### config.mk
export PLATFORM = sky130hd
export DESIGN_NAME = rpnse_ram
export DESIGN_NICKNAME = d
export VERILOG_FILES = /design/src/rtl/rpnse_ram.sv
export SDC_FILE = /design/constraint.sdc
export NUM_CORES = 2
export LEC_CHECK = 0
export CORE_MARGIN = 2
export CORE_UTILIZATION = 29
export DETAILED_ROUTE_END_ITERATION = 10
export DONT_BUFFER_PORTS = 1
export HOLD_SLACK_MARGIN = 0.08
export PLACE_DENSITY = 0.51
export SETUP_SLACK_MARGIN = 0.15
export SLEW_MARGIN = 20
export SYNTH_ARGS = -nofsm -noshare
export SYNTH_HDL_FRONTEND = slang
export SYNTH_SLANG_ARGS = --single-unit
### constraint.sdc
create_clock -name clock -period 6.2 [get_ports clock]
set_input_delay 0.31 -clock clock [delete_from_list [all_inputs] [get_ports clock]]
set_output_delay 0.31 -clock clock [all_outputs]
set_load 0.02 [all_outputs]
### src/rtl/rpnse_ram.sv
// Generic single-write, single-read synchronous RAM with registered read data.
// No dependencies.
module rpnse_ram #(
   parameter int WIDTH = 32,
   parameter int DEPTH = 128
) (
   input  logic                       clock,
   input  logic                       wr_en,
   input  logic [$clog2(DEPTH)-1:0]   wr_addr,
   input  logic [WIDTH-1:0]           wr_data,
   input  logic [$clog2(DEPTH)-1:0]   rd_addr,
   output logic [WIDTH-1:0]           rd_data
);

   logic [WIDTH-1:0] mem_ff [DEPTH];
   logic [WIDTH-1:0] rd_data_ff;

   // Write port and registered read port.
   always_ff @(posedge clock) begin
      if (wr_en) begin
         mem_ff[wr_addr] <= wr_data;
      end
      rd_data_ff <= mem_ff[rd_addr];
   end

   assign rd_data = rd_data_ff;

endmodule

==> flow_summary.json <==
{
  "clk_latency_ns": 0.98,
  "cp_max_fo": 79,
  "routed_via_density": 5.06,
  "synth_seq_cells": 4128,
  "post-route-period-util": 0.830,
  "skew_ns": 0.0755,
  "seqCellArea_mm2": 0.124,
  "htree_levels": 5,
  "io_buffer_count": 0,
  "rr_worst_depth": 6,
  "netlist_instances": 5990,
  "place_area_mm2": 0.167,
  "drt-initial-drc-count": 9906,
  "grt_pass1_vias": 71500,
  "r2r-start": "mem_ff[50][3]",
  "dpl.hpwl_um": 233000,
  "setup_viol": 0,
  "crit_path_end_kind": "flip-flop",
  "first_pass_iters": 5,
  "clock_sinks": 4128,
  "grt_setup_unrepaired": "false",
  "worstMarginPinSlew_ns": 1.72,
  "yosys_warnings": 0,
  "grt.overflow.total": 0,
  "drive_gt1_frac": 0.344,
  "io_pins": 80,
  "core-area_mm2": 0.537,
  "relSlewSlack": -0.147,
  "finalInstanceArea_mm2": 0.182,
  "grt_usage": 0.162,
  "routed_wl_um": 449000,
  "drc": 0,
  "failed_checks": "max-slew violations",
  "status": "complete, but fails checks",
  "crit_type": "in -> reg",
  "critPathArrivalTime_ns": 6.01,
  "cts-root-buf": "clkbuf_16",
  "total_power_mw": 59.1,
  "cts_tree": "built",
  "die_height_um": 738,
  "crit_required_ns": 7.06,
  "fin_crit_ns": 5.14,
  "ys_seq_area_frac": 0.791,
  "p_per_area_mw_per_mm2": 325,
  "rr_endpoint": "rd_data[3]",
  "hold_path_depth": 3,
  "nNetsFinal": 6400,
  "final_antenna_net_count": 0,
  "hold_violations": 0,
  "fp.dieW_um": 738,
  "drv_cap": 0,
  "grt_pass1_wl_um": 613000,
  "synth_cell_types": 17,
  "start_kind": "input port",
  "yosysTopAreaCell": "edfxtp_1",
  "syn-num-nets": 6038,
  "cts_buffer_depth": 4,
  "rows": 269,
  "p_leak_nw": 54.3,
  "syn_avg_cell_area_um2": 26.1,
  "vdd_ir_drop_max_uv": 244,
  "cts_buffers": 417,
  "areaGrowthSynthToFinish_pct": 16.4,
  "holdPathEnd": "mem_ff[102][19]",
  "min_from": "wr_addr[2]",
  "multi_input_area_mm2": 0.0323,
  "die_area_mm2": 0.545,
  "gp_congestion": 0.747,
  "synth_top_area_frac": 0.787,
  "timing.setup.tns_ns": 0,
  "worstHoldPathType": "in -> reg",
  "fill_cells": 49200,
  "synthTopCellsByArea": "edfxtp_1 79%, mux4_2 19%, clkbuf_1 0.44%",
  "antenna_found_initial": 41,
  "grt_max_degree": 257,
  "r2r_setup_slack_ns": 2.69,
  "syn_area_mm2": 0.156,
  "vias": 70300,
  "initial_core_util": 0.291,
  "fin_cells": 13900,
  "wl_per_cell_um": 32.3,
  "placed_cells": 13000,
  "clkTransAtPathRegs_ns": 0.07,
  "final_max_slew_viol_count": 119,
  "max_freq_ghz": 0.194
}
[repair_timing]
item,in CTS,in global routing
hold buffers,88,0
buffers inserted,0,0
endpoints found under the hold margin,4607,0
gates resized for setup,0,0
[power by group]
group	internal (mW)	total, mW	leakage (nW)	switching (mW)
clock	14.4	25.2	6.63	10.8
combinational	1.15	2.91	10.6	1.75
sequential	30.8	31.0	37.1	0.220
[layer usage]
metal / global-route usage / share of wire
met5: 0 / 0.00013
met4: 0.0389 / 0.023
met3: 0.0278 / 0.079
met2: 0.269 / 0.49
met1: 0.224 / 0.41
[final cells by class]
| type | instances | share of cell area |
|---|---|---|
| clock inverters | 252 | 0.0131 |
| flip-flops and latches | 4128 | 0.680 |
| diodes | 26 | 0.000358 |
| clock buffers | 520 | 0.0614 |
| multi-input cells | 1546 | 0.178 |
| repair buffers | 259 | 0.0183 |
| well taps | 7181 | 0.0494 |
[flip-flops by register name, summed over array words and instances, names as in the netlist]
signal / flops
mem_ff: 4096
rd_data: 32
[synth_stat cells]
cell,instances
buf_2,79
edfxtp_1,4096
mux4_2,1344
clkbuf_1,182
nand3_1,12
or3_1,1
nand2_1,14
buf_1,50
nor2b_1,7
dfxtp_1,32
nand2b_1,2
nor3_1,9
nor2_1,122
buf_4,3
nand4_1,3
mux2_2,32
buf_6,2
[cells by family after synthesis]
family | after synthesis | share of synthesized area
buf+inv | 316 | 0.00839
flops | 4128 | 0.791
mux | 1376 | 0.196
simple gates | 170 | 0.00446
[worst max-delay path: stages]
cell and delay [ns]:
buf_16 0.48, buf_16 0.49, buf_16 0.18, buf_16 0.41, buf_16 0.39, buf_16 0.33, mux4_2 0.58, mux4_2 0.47
mux4_2 0.47, dlygate4sd3_1 0.56, mux2_2 0.26, dlygate4sd3_1 0.55
[cell usage in the layout, fill, tap and decap left out, types with 39 or more instances in the layout]
cell,count
edfxtp_1,4096
bufinv_16,39
clkbuf_16,425
buf_4,141
mux4_2,1344
clkbuf_1,78
buf_16,55
dlygate4sd3_1,49
nor2_4,119
clkinv_2,72
clkinv_1,107
[per-stage QoR]
| step | hold WS [ns] | util | setup WS (ns) |
|---|---|---|---|
| 2_1_floorplan | 0.409 | - | 2.65 |
| 3_3_place_gp | 0.435 | 0.310 | 0.470 |
| 3_5_place_dp | 0.438 | 0.310 | 0.679 |
| 4_1_cts | 0.0935 | 0.338 | 1.05 |
| 5_1_grt | 0.113 | 0.339 | 0.722 |
| 6_report | 0.151 | 0.339 | 1.06 |
[worst max path at each step]
stage	startpoint	endpoint	slack (ns)	depth (start not counted)
2_1_floorplan	wr_en	mem_ff[98][0]	2.65	3
3_3_place_gp	rd_addr[0]	rd_data[18]	0.47	7
3_5_place_dp	rd_addr[0]	rd_data[18]	0.68	10
4_1_cts	rd_addr[0]	rd_data[10]	1.05	12
5_1_grt	rd_addr[0]	rd_data[10]	0.72	12
6_report	rd_addr[0]	rd_data[10]	1.06	12
Note: power is estimated with default switching activity, not from simulation.
