### config.mk
export PLATFORM = sky130hd
export DESIGN_NAME = rpnse_div
export DESIGN_NICKNAME = d
export VERILOG_FILES = /design/src/rtl/rpnse_pkg.sv /design/src/rtl/rpnse_div.sv
export SDC_FILE = /design/constraint.sdc
export NUM_CORES = 1
export LEC_CHECK = 0
export BUFFER_PORTS_ARGS = -buffer_cell sky130_fd_sc_hd__buf_2
export CORE_MARGIN = 5
export CORE_UTILIZATION = 55
export CTS_CLUSTER_DIAMETER = 50
export DETAILED_ROUTE_END_ITERATION = 8
export PLACE_DENSITY = 0.75
export SLEW_MARGIN = 15
export SYNTH_ARGS = -nofsm -noshare
export SYNTH_HDL_FRONTEND = slang
export SYNTH_SLANG_ARGS = --single-unit
export TNS_END_PERCENT = 5
### constraint.sdc
create_clock -name clock -period 4.6 [get_ports clock]
set_input_delay 0.23 -clock clock [delete_from_list [all_inputs] [get_ports clock]]
set_output_delay 0.23 -clock clock [all_outputs]
set_load 0.005 [all_outputs]
### src/rtl/rpnse_pkg.sv
// Shared types and constants for the reverse-polish stack evaluator.
// Holds the command codes, the control states and the beat structs.
// No dependencies.
package rpnse_pkg;

   // Command codes carried by a request beat.
   typedef enum logic [2:0] {
      CMD_PUSH     = 3'd0,
      CMD_ADD      = 3'd1,
      CMD_SUB      = 3'd2,
      CMD_MUL      = 3'd3,
      CMD_DIV      = 3'd4,
      CMD_REM      = 3'd5,
      CMD_POP      = 3'd6,
      CMD_UNKNOWN  = 3'd7
   } cmd_type;

   // Sequencer states of the top level.
   typedef enum logic [2:0] {
      ST_IDLE,
      ST_TAKE_B,
      ST_TAKE_A,
      ST_MUL,
      ST_DIV,
      ST_FINISH
   } state_type;

   // Fixed Q16.16 data width and the divider step count (48-bit dividend).
   localparam int DATA_WIDTH = 32;
   localparam int DIV_STEPS  = 48;

   typedef struct packed {
      logic [2:0]         command;
      logic signed [31:0] operand_value;
   } req_beat_type;

   typedef struct packed {
      logic signed [31:0] result_value;
      logic [7:0]         stack_depth;
      logic               underflow;
      logic               overflow;
      logic               zero_divisor;
      logic               unknown_command;
   } rsp_beat_type;

endpackage

### src/rtl/rpnse_div.sv
// Iterative signed divider for Q16.16 divide and remainder, one quotient bit a cycle.
// Depends on rpnse_pkg for the step count.
module rpnse_div (
   input  logic        clock,
   input  logic        reset,
   input  logic        start,
   input  logic        is_rem,
   input  logic signed [31:0] dividend,
   input  logic signed [31:0] divisor,
   output logic        done,
   output logic [31:0] result
);
   import rpnse_pkg::*;

   logic        busy_ff, busy_in;
   logic        fix_ff, fix_in;
   logic        done_ff, done_in;
   logic [5:0]  cnt_ff, cnt_in;
   logic [47:0] dvd_ff, dvd_in;
   logic [31:0] rem_ff, rem_in;
   logic [31:0] dsr_ff, dsr_in;
   logic        neg_q_ff, neg_q_in;
   logic        neg_r_ff, neg_r_in;
   logic        is_rem_ff, is_rem_in;
   logic [31:0] result_ff, result_in;

   logic [31:0] a_mag;
   logic [31:0] b_mag;
   logic [32:0] partial;
   logic [33:0] diff;

   assign a_mag   = dividend[31] ? (~dividend + 32'd1) : dividend;
   assign b_mag   = divisor[31] ? (~divisor + 32'd1) : divisor;
   assign partial = {rem_ff, dvd_ff[47]};
   assign diff    = {1'b0, partial} - {2'b00, dsr_ff};

   // Load, restoring shift-subtract steps, then sign and saturation fix-up.
   always_comb begin
      busy_in   = busy_ff;
      fix_in    = 1'b0;
      done_in   = 1'b0;
      cnt_in    = cnt_ff;
      dvd_in    = dvd_ff;
      rem_in    = rem_ff;
      dsr_in    = dsr_ff;
      neg_q_in  = neg_q_ff;
      neg_r_in  = neg_r_ff;
      is_rem_in = is_rem_ff;
      result_in = result_ff;
      if (start) begin
         busy_in   = 1'b1;
         cnt_in    = 6'(DIV_STEPS - 1);
         dvd_in    = is_rem ? {16'd0, a_mag} : {a_mag, 16'd0};
         rem_in    = '0;
         dsr_in    = b_mag;
         neg_q_in  = dividend[31] ^ divisor[31];
         neg_r_in  = dividend[31];
         is_rem_in = is_rem;
      end else if (busy_ff) begin
         if (!diff[33]) begin
            rem_in = diff[31:0];
            dvd_in = {dvd_ff[46:0], 1'b1};
         end else begin
            rem_in = partial[31:0];
            dvd_in = {dvd_ff[46:0], 1'b0};
         end
         cnt_in = cnt_ff - 6'd1;
         if (cnt_ff == 6'd0) begin
            busy_in = 1'b0;
            fix_in  = 1'b1;
         end
      end else if (fix_ff) begin
         done_in = 1'b1;
         if (is_rem_ff) begin
            result_in = neg_r_ff ? (~rem_ff + 32'd1) : rem_ff;
         end else if (!neg_q_ff) begin
            result_in = (dvd_ff[47:31] != 17'd0) ? 32'h7FFF_FFFF : dvd_ff[31:0];
         end else begin
            result_in = (dvd_ff > 48'h0000_8000_0000) ? 32'h8000_0000
                                                      : (~dvd_ff[31:0] + 32'd1);
         end
      end
   end

   always_ff @(posedge clock) begin
      if (reset) begin
         busy_ff <= 1'b0;
         fix_ff  <= 1'b0;
         done_ff <= 1'b0;
      end else begin
         busy_ff <= busy_in;
         fix_ff  <= fix_in;
         done_ff <= done_in;
      end
      cnt_ff    <= cnt_in;
      dvd_ff    <= dvd_in;
      rem_ff    <= rem_in;
      dsr_ff    <= dsr_in;
      neg_q_ff  <= neg_q_in;
      neg_r_ff  <= neg_r_in;
      is_rem_ff <= is_rem_in;
      result_ff <= result_in;
   end

   assign done   = done_ff;
   assign result = result_ff;

endmodule

==> metrics.csv, run 1 <==
stage;metric;value;unit
drt;vias;9512;
synth;syn_nets;1312;
setup_path;cp_max_fo;29;
synth;syn_area;11000;um^2
cts;path_clk_slew;70;ps
drt;wire_per_inst;17.9;um
synth;ys.flop_type;edfxtp_1;
cts;cts_tree;done;
place;gp_congestion;0.937;
synth;ys_warn_count;0;
setup_path;worstSetupStartpointType;register;
floorplan;num_io_pins;101;
drt;first_pass_iters;5;
place;post-place-ws;1110;ps
sta;period_needed;3550;ps
cts;h-tree-depth;4;
layout;nNetsFinal;1379;
synth;synth_edf_count;115;
setup_path;required;4870;ps
sta;worstMarginPinSlew;886;ps
global_route;grt_start_max_net_pins;78;
global_route;grt_pass1_vias;8711;
setup_path;cp.arrival;3820;ps
global_route;antenna_found_initial;0;
synth;synth-seq-cells;156;
drt;drt_iter0_drc;967;
sta;setup_viol;0;
cts;clock_latency;430;ps
cts;cts_hold_buf;1;
setup_path;path_class;reg2reg;
synth;ys_types;70;
synth;avgSynthCellArea;9.13;um^2
layout;syn2layout_area_growth;10.5;%
hold_path;hp-class;in2reg;
cts;cts_num_sinks;156;
sta;maxClockFrequency;282;MHz
power;ir_worst_vdd;0.259;mV
sta;final.setup.tns;0;ps
sta;fin_crit_sh;77.1;%
drt;drc_errors;0;
global_route;grt_first_pass_wirelength;44900;um
drt;via_per_inst;6.14;
power;p_leak;4.92;nW
sta;rsz0062_at_grt;no;
cts;cts_buffer_depth;2;
floorplan;die_area;22900;um^2
place;place_hpwl;21000;um
status;outcome;finished, final reports clean;
setup_path;reg2reg_slack;1050;ps
global_route;grt-ovfl-total;0;
power;p_per_area;332;nW/um^2
cts;cts_root_buffer;clkbuf_16;
global_route;track_usage;24.9;%
layout;fillers;1673;
sta;hold_viol;0;
cts;post_cts_buffers;0;
synth;synthArstFlopShare;0;%
sta;relSlewSlack;40.9;%
layout;layout-drive-gt1-share;13.2;%
synth;ys_seq_area_share;38.8;%
floorplan;coreArea;19600;um^2
flow_run;cap_violations;0;
drt;ant_nets;0;
sta;clock-skew-final;10.6;ps
synth;syn_inst;1205;
cts;numCtsBuffers;17;
cts;cts-resized-gates;0;
floorplan;fp.dieH;151;um
floorplan;start_util;56.2;%
sta;setup_ws;1050;ps
drt;postRouteWirelength;27800;um
floorplan;fp-row-count;51;
floorplan;fp.dieW;151;um
sta;maxSlewViolCount;0;
layout;diodes;0;
setup_path;endpoint_kind;register;
place;io_buffer_count;100;
==> routing by layer <==
layer	wire, um	GRT usage, %	part of all wire (%)
met5	0	0	0
met4	845	8.79	3.0
met3	2000	3.80	7.2
met2	12300	38.9	44
met1	12700	35.1	46
==> through the flow <==
| step | cells | total power, mW | instance area, um^2 | utilization, % | hold WS (ps) |
|---|---|---|---|---|---|
| after floorplan | 1205 | 2.45 | 11000 | - | 302 |
| after global placement | 1517 | 2.71 | 11600 | 59.2 | 425 |
| after detailed placement | 1517 | 2.72 | 11600 | 59.2 | 425 |
| after CTS | 1550 | 4.02 | 12200 | 62.1 | 20.6 |
| after global routing | 1550 | 4.24 | 12200 | 62.1 | 20.5 |
| final | 1550 | 4.03 | 12200 | 62.1 | 30.7 |
==> layout make-up <==
type | instances | area [um^2] | share of cell area [%]
timing repair buffer | 112 | 596 | 4.90
inverter | 86 | 323 | 2.66
multi-input combinational | 899 | 6090 | 50.1
sequential | 156 | 4280 | 35.2
tap | 265 | 332 | 2.73
clock inverter | 14 | 111 | 0.916
clock buffer | 18 | 429 | 3.53
==> critical path, stage by stage (launching register included) <==
cell	delay [ps]
edfxtp_1	450
or4_4	590
nor3_1	350
nand4_1	230
o41a_1	430
buf_4	230
nand2b_1	210
buf_4	240
or3b_2	460
a32oi_1	190
==> sequential cells by signal, summed over array words and instances, names as in the netlist <==
signal	cells
cnt_ff	6
neg_r_ff	1
dvd_ff	48
rem_ff	32
neg_q_ff	1
dsr_ff	32
is_rem_ff	1
done	1
busy_ff	1
fix_ff	1
result	32
==> where the power goes <==
group          leakage [nW]  internal (mW)  switching [mW]  total, mW
clock                 0.266          0.702           0.612       1.31
sequential             1.46           1.65           0.126       1.78
combinational          3.19          0.370           0.571      0.941
total                  4.92           2.72            1.31       4.03
==> cells by family after synthesis <==
family | count (synthesis) | synth area share [%]
AOI/OAI and AO/OA | 348 | 20.7
muxes | 42 | 3.93
and+or+nand+nor | 353 | 16.8
DFF | 156 | 38.8
adders and majority gates | 39 | 4.50
buffers and inverters | 150 | 5.85
xor gates and xnor gates | 117 | 9.31
==> cells in the final DEF (no fill, tap or decap), drive strengths merged, types with 22 or more instances in the layout <==
cell type    n
xnor2       54
a21oi       84
o21ai       69
nand2b      25
mux2i       32
inv         93
ha          38
o31ai       48
xor2        63
o41ai       22
nand2       77
nor2        79
nor3        27
edfxtp     115
dfxtp       41
a211oi      28
buf        111
o22ai       30
==> cell usage after synthesis, types with 6 or more instances <==
master / count / share of area, %
edfxtp_1: 115 / 31
nor3b_1: 10 / 0.68
nor4_1: 21 / 1.2
xor2_1: 63 / 5.0
o31ai_1: 48 / 3.3
clkbuf_1: 50 / 1.7
nand3b_1: 6 / 0.41
ha_1: 38 / 4.3
mux2i_1: 32 / 2.9
a21o_1: 13 / 0.89
a21oi_1: 84 / 3.8
nand2b_1: 25 / 1.4
mux2_2: 10 / 1.0
nand3_1: 21 / 0.96
a221oi_1: 6 / 0.48
and3_1: 7 / 0.40
o22ai_1: 30 / 1.7
inv_1: 86 / 2.9
or4_1: 18 / 1.2
a211oi_1: 28 / 1.9
nand2_1: 77 / 2.6
nor2b_1: 9 / 0.51
xnor2_1: 54 / 4.3
dfxtp_1: 41 / 7.5
o41ai_1: 22 / 1.8
nor3_1: 27 / 1.2
or3_1: 12 / 0.68
o21ai_0: 68 / 3.1
nand4_1: 15 / 0.85
nor2_1: 79 / 2.7
==> worst paths after layout <==
| path | start | end | depth (start not counted) |
|---|---|---|---|
| setup / recovery | dvd_ff[11] | result[4] | 9 |
| hold / removal | divisor[0] | dsr_ff[0] | 1 |
| setup reg to reg | dvd_ff[11] | result[4] | 9 |
| hold reg to reg | cnt_ff[5] | cnt_ff[5] | 2 |
(Power assumes the default switching activity.)
==> run 2: changes to the inputs <==
--- a/config.mk
+++ b/config.mk
@@ -10,7 +10,7 @@
 export CORE_UTILIZATION = 55
 export CTS_CLUSTER_DIAMETER = 50
 export DETAILED_ROUTE_END_ITERATION = 8
-export PLACE_DENSITY = 0.75
+export PLACE_DENSITY = 0.78
 export SLEW_MARGIN = 15
 export SYNTH_ARGS = -nofsm -noshare
 export SYNTH_HDL_FRONTEND = slang
==> constraint.sdc (replaced) <==
create_clock -name clock -period 2.8 [get_ports clock]
set_input_delay 0.14 -clock clock [delete_from_list [all_inputs] [get_ports clock]]
set_output_delay 0.14 -clock clock [all_outputs]
set_load 0.005 [all_outputs]
==> run 2 against run 1 <==
The run now ends with negative setup slack left; via count is 8.0% higher; sequential share of layout area fell by 4.0 points; total power rose by 77%; critical path depth down 1; clock-buffer cell count up 1; clock skew is essentially flat; global-route usage is 1.8 points higher; routed wire length up 9.5%; hold slack worse by 17 ps; clock power rose by 73%; cell count increased by 10%; combinational power increased by 120%.
==> metrics.csv, run 2 (synthesis gave the netlist of run 1 again) <==
stage;metric;value;unit;change
status;violations;negative setup slack;;
setup_path;cp_max_fo;3;;was 29
floorplan;fp.dieH;151;um;unchanged
sta;relSlewSlack;44.2;%;was 40.9%
place;dpl.cell_count;1668;;was 1517
layout;final_common_cell;buf_4;;was edfxtp_1
setup_path;worstSetupStartpointType;register;;unchanged
layout;syn2layout_area_growth;24.6;%;was 10.5%
floorplan;fp.dieW;151;um;unchanged
sta;worstMarginPinSlew;837;ps;was 886 ps
floorplan;num_io_pins;101;;unchanged
cts;clock_latency;430;ps;about the same
setup_path;reg2reg_depth;8;;was 9
setup_path;required;3080;ps;was 4870 ps
cts;cts_tree;done;;unchanged
flow_run;cap_violations;0;;unchanged
layout;instances_no_fill;1705;;was 1550
drt;drc_errors;0;;unchanged
sta;period_needed;3080;ps;was 3550 ps
sta;setup_viol;13;;was 0
cts;cts_root_buffer;clkbuf_16;;unchanged
drt;vias;10300;;was 9512
setup_path;endpoint_kind;register;;unchanged
floorplan;die_area;22900;um^2;unchanged
place;io_buffer_count;100;;unchanged
sta;maxSlewViolCount;0;;unchanged
sta;fin_crit_sh;110;%;was 77.1%
cts;cts_buffer_depth;2;;unchanged
drt;ant_nets;0;;unchanged
hold_path;hp-class;in2reg;;unchanged
power;p_leak;5.80;nW;was 4.92 nW
power;p_per_area;520;nW/um^2;was 332 nW/um^2
place;place_hpwl;23200;um;was 21000 um
hold_path;holdCritStartpoint;divisor[29];;was divisor[0]
place;dpl-instance-area;12800;um^2;was 11600 um^2
drt;drt_iter0_drc;991;;was 967
layout;largest-register;dvd_ff;;unchanged
global_route;grt_start_max_net_pins;64;;was 78
setup_path;cp.arrival;3360;ps;was 3820 ps
hold_path;hold_depth;2;;was 1
layout;diodes;0;;unchanged
sta;clock-skew-final;10.4;ps;was 10.6 ps
sta;maxClockFrequency;325;MHz;was 282 MHz
layout;fin_area;13700;um^2;was 12200 um^2
global_route;grt_first_pass_wirelength;48400;um;was 44900 um
layout;nNetsFinal;1534;;was 1379
cts;numCtsBuffers;17;;unchanged
sta;hold_viol;0;;unchanged
sta;setup_ws;-281;ps;was 1050 ps
setup_path;path_class;reg2reg;;unchanged
setup_path;r2r-end;result[24];;was result[4]
floorplan;fp-row-count;51;;unchanged
global_route;grt_pass1_vias;9613;;was 8711
cts;path_clk_slew;70;ps;about the same
layout;layout-drive-gt1-share;25.6;%;was 13.2%
global_route;antenna_found_initial;0;;unchanged
setup_path;r2r_start;dvd_ff[9];;was dvd_ff[11]
layout;final_core_utilization;70.0;%;was 62.1%
cts;cts_num_sinks;156;;unchanged
cts;h-tree-depth;4;;unchanged
setup_path;reg2reg_slack;-280;ps;was 1050 ps
layout;layout_common_cells;156 x buf_4, 115 x edfxtp_1, 100 x buf_2;;was 115 x edfxtp_1, 99 x buf_2, 86 x inv_1
drt;postRouteWirelength;30500;um;was 27800 um
drt;wire_per_inst;17.9;um;about the same
sta;rsz0062_at_grt;yes;;was no
power;ir_worst_vdd;0.388;mV;was 0.259 mV
floorplan;coreArea;19600;um^2;unchanged
floorplan;start_util;56.2;%;unchanged
status;outcome;complete, but fails checks;;was finished, final reports clean
drt;first_pass_iters;5;;unchanged
drt;via_per_inst;6.03;;was 6.14
place;gp_congestion;1.03;;was 0.937
global_route;track_usage;26.7;%;was 24.9%
hold_path;hold_path_end;dsr_ff[29];;was dsr_ff[0]
global_route;grt-ovfl-total;0;;unchanged
layout;largest_register_ffs;48;;unchanged
==> run 2: cell count changes in the layout (fill, tap and decap cells not counted), sizes merged <==
cell	before	now
buf	111	264
dlygate4sd3	1	3
clkbuf	18	19
clkinvlp	2	1
inv	93	94
clkinv	5	4
==> run 2: worst max-delay path, cell delays in order, from the launching register on <==
cell      delay [ps]
edfxtp_1         400
or4_4            550
or4_4            430
or4_4            490
or3_4            350
or4_1            390
o21ai_1          120
a21oi_1           70
a21oi_1          120
==> run 2: where the power goes <==
part | switching, mW | leakage, nW | internal [mW]
clock network | 1.00 | 0.288 | 1.26
registers | 0.133 | 1.46 | 2.71
logic | 1.15 | 4.05 | 0.879
total | 2.29 | 5.80 | 4.85
==> run 2: worst max-delay path by stage <==
stage / start / end / cells after the start
after floorplan: dvd_ff[12] / result[24] / 8
after global placement: dvd_ff[12] / result[24] / 9
after global routing: dvd_ff[9] / result[24] / 8
after detailed placement: dvd_ff[12] / result[24] / 9
final: dvd_ff[9] / result[24] / 8
after CTS: dvd_ff[9] / result[24] / 8
==> run 2: per-layer routing <==
| layer | vias up | global-route usage [%] | part of all wire, % |
|---|---|---|---|
| li1 | 4969 | - | - |
| met1 | 4810 | 35.9 | 43 |
| met2 | 444 | 44.5 | 48 |
| met3 | 54 | 3.92 | 7.1 |
| met4 | 0 | 8.11 | 2.1 |
| met5 | - | 0 | 0 |
==> run 2: stage by stage <==
step	setup WS, ps	hold slack [ps]	setup TNS, ps	power, mW
after CTS	-263	3.54	-569	7.05
after floorplan	-268	212	-1250	4.02
after global placement	-292	333	-2030	4.73
after global routing	-346	5.08	-5710	7.45
after detailed placement	-322	333	-4470	4.78
final	-281	13.5	-601	7.13
==> run 2: what timing repair did <==
item	CTS	global route
pin swaps	14	6
setup endpoints to repair	58	63
endpoints found under the hold margin	4	0
hold buffers	3	0
gates cloned	0	1
resized for setup	24	42
setup buffers	1	0
==> run 2: area by class of cell <==
cell class,count,area [um^2]
timing repair buffer,267,1830
tap,265,332
multi-input combinational,899,6380
sequential,156,4280
clock buffer,19,475
inverter,86,323
clock inverter,13,96.3
fill,1499,5880
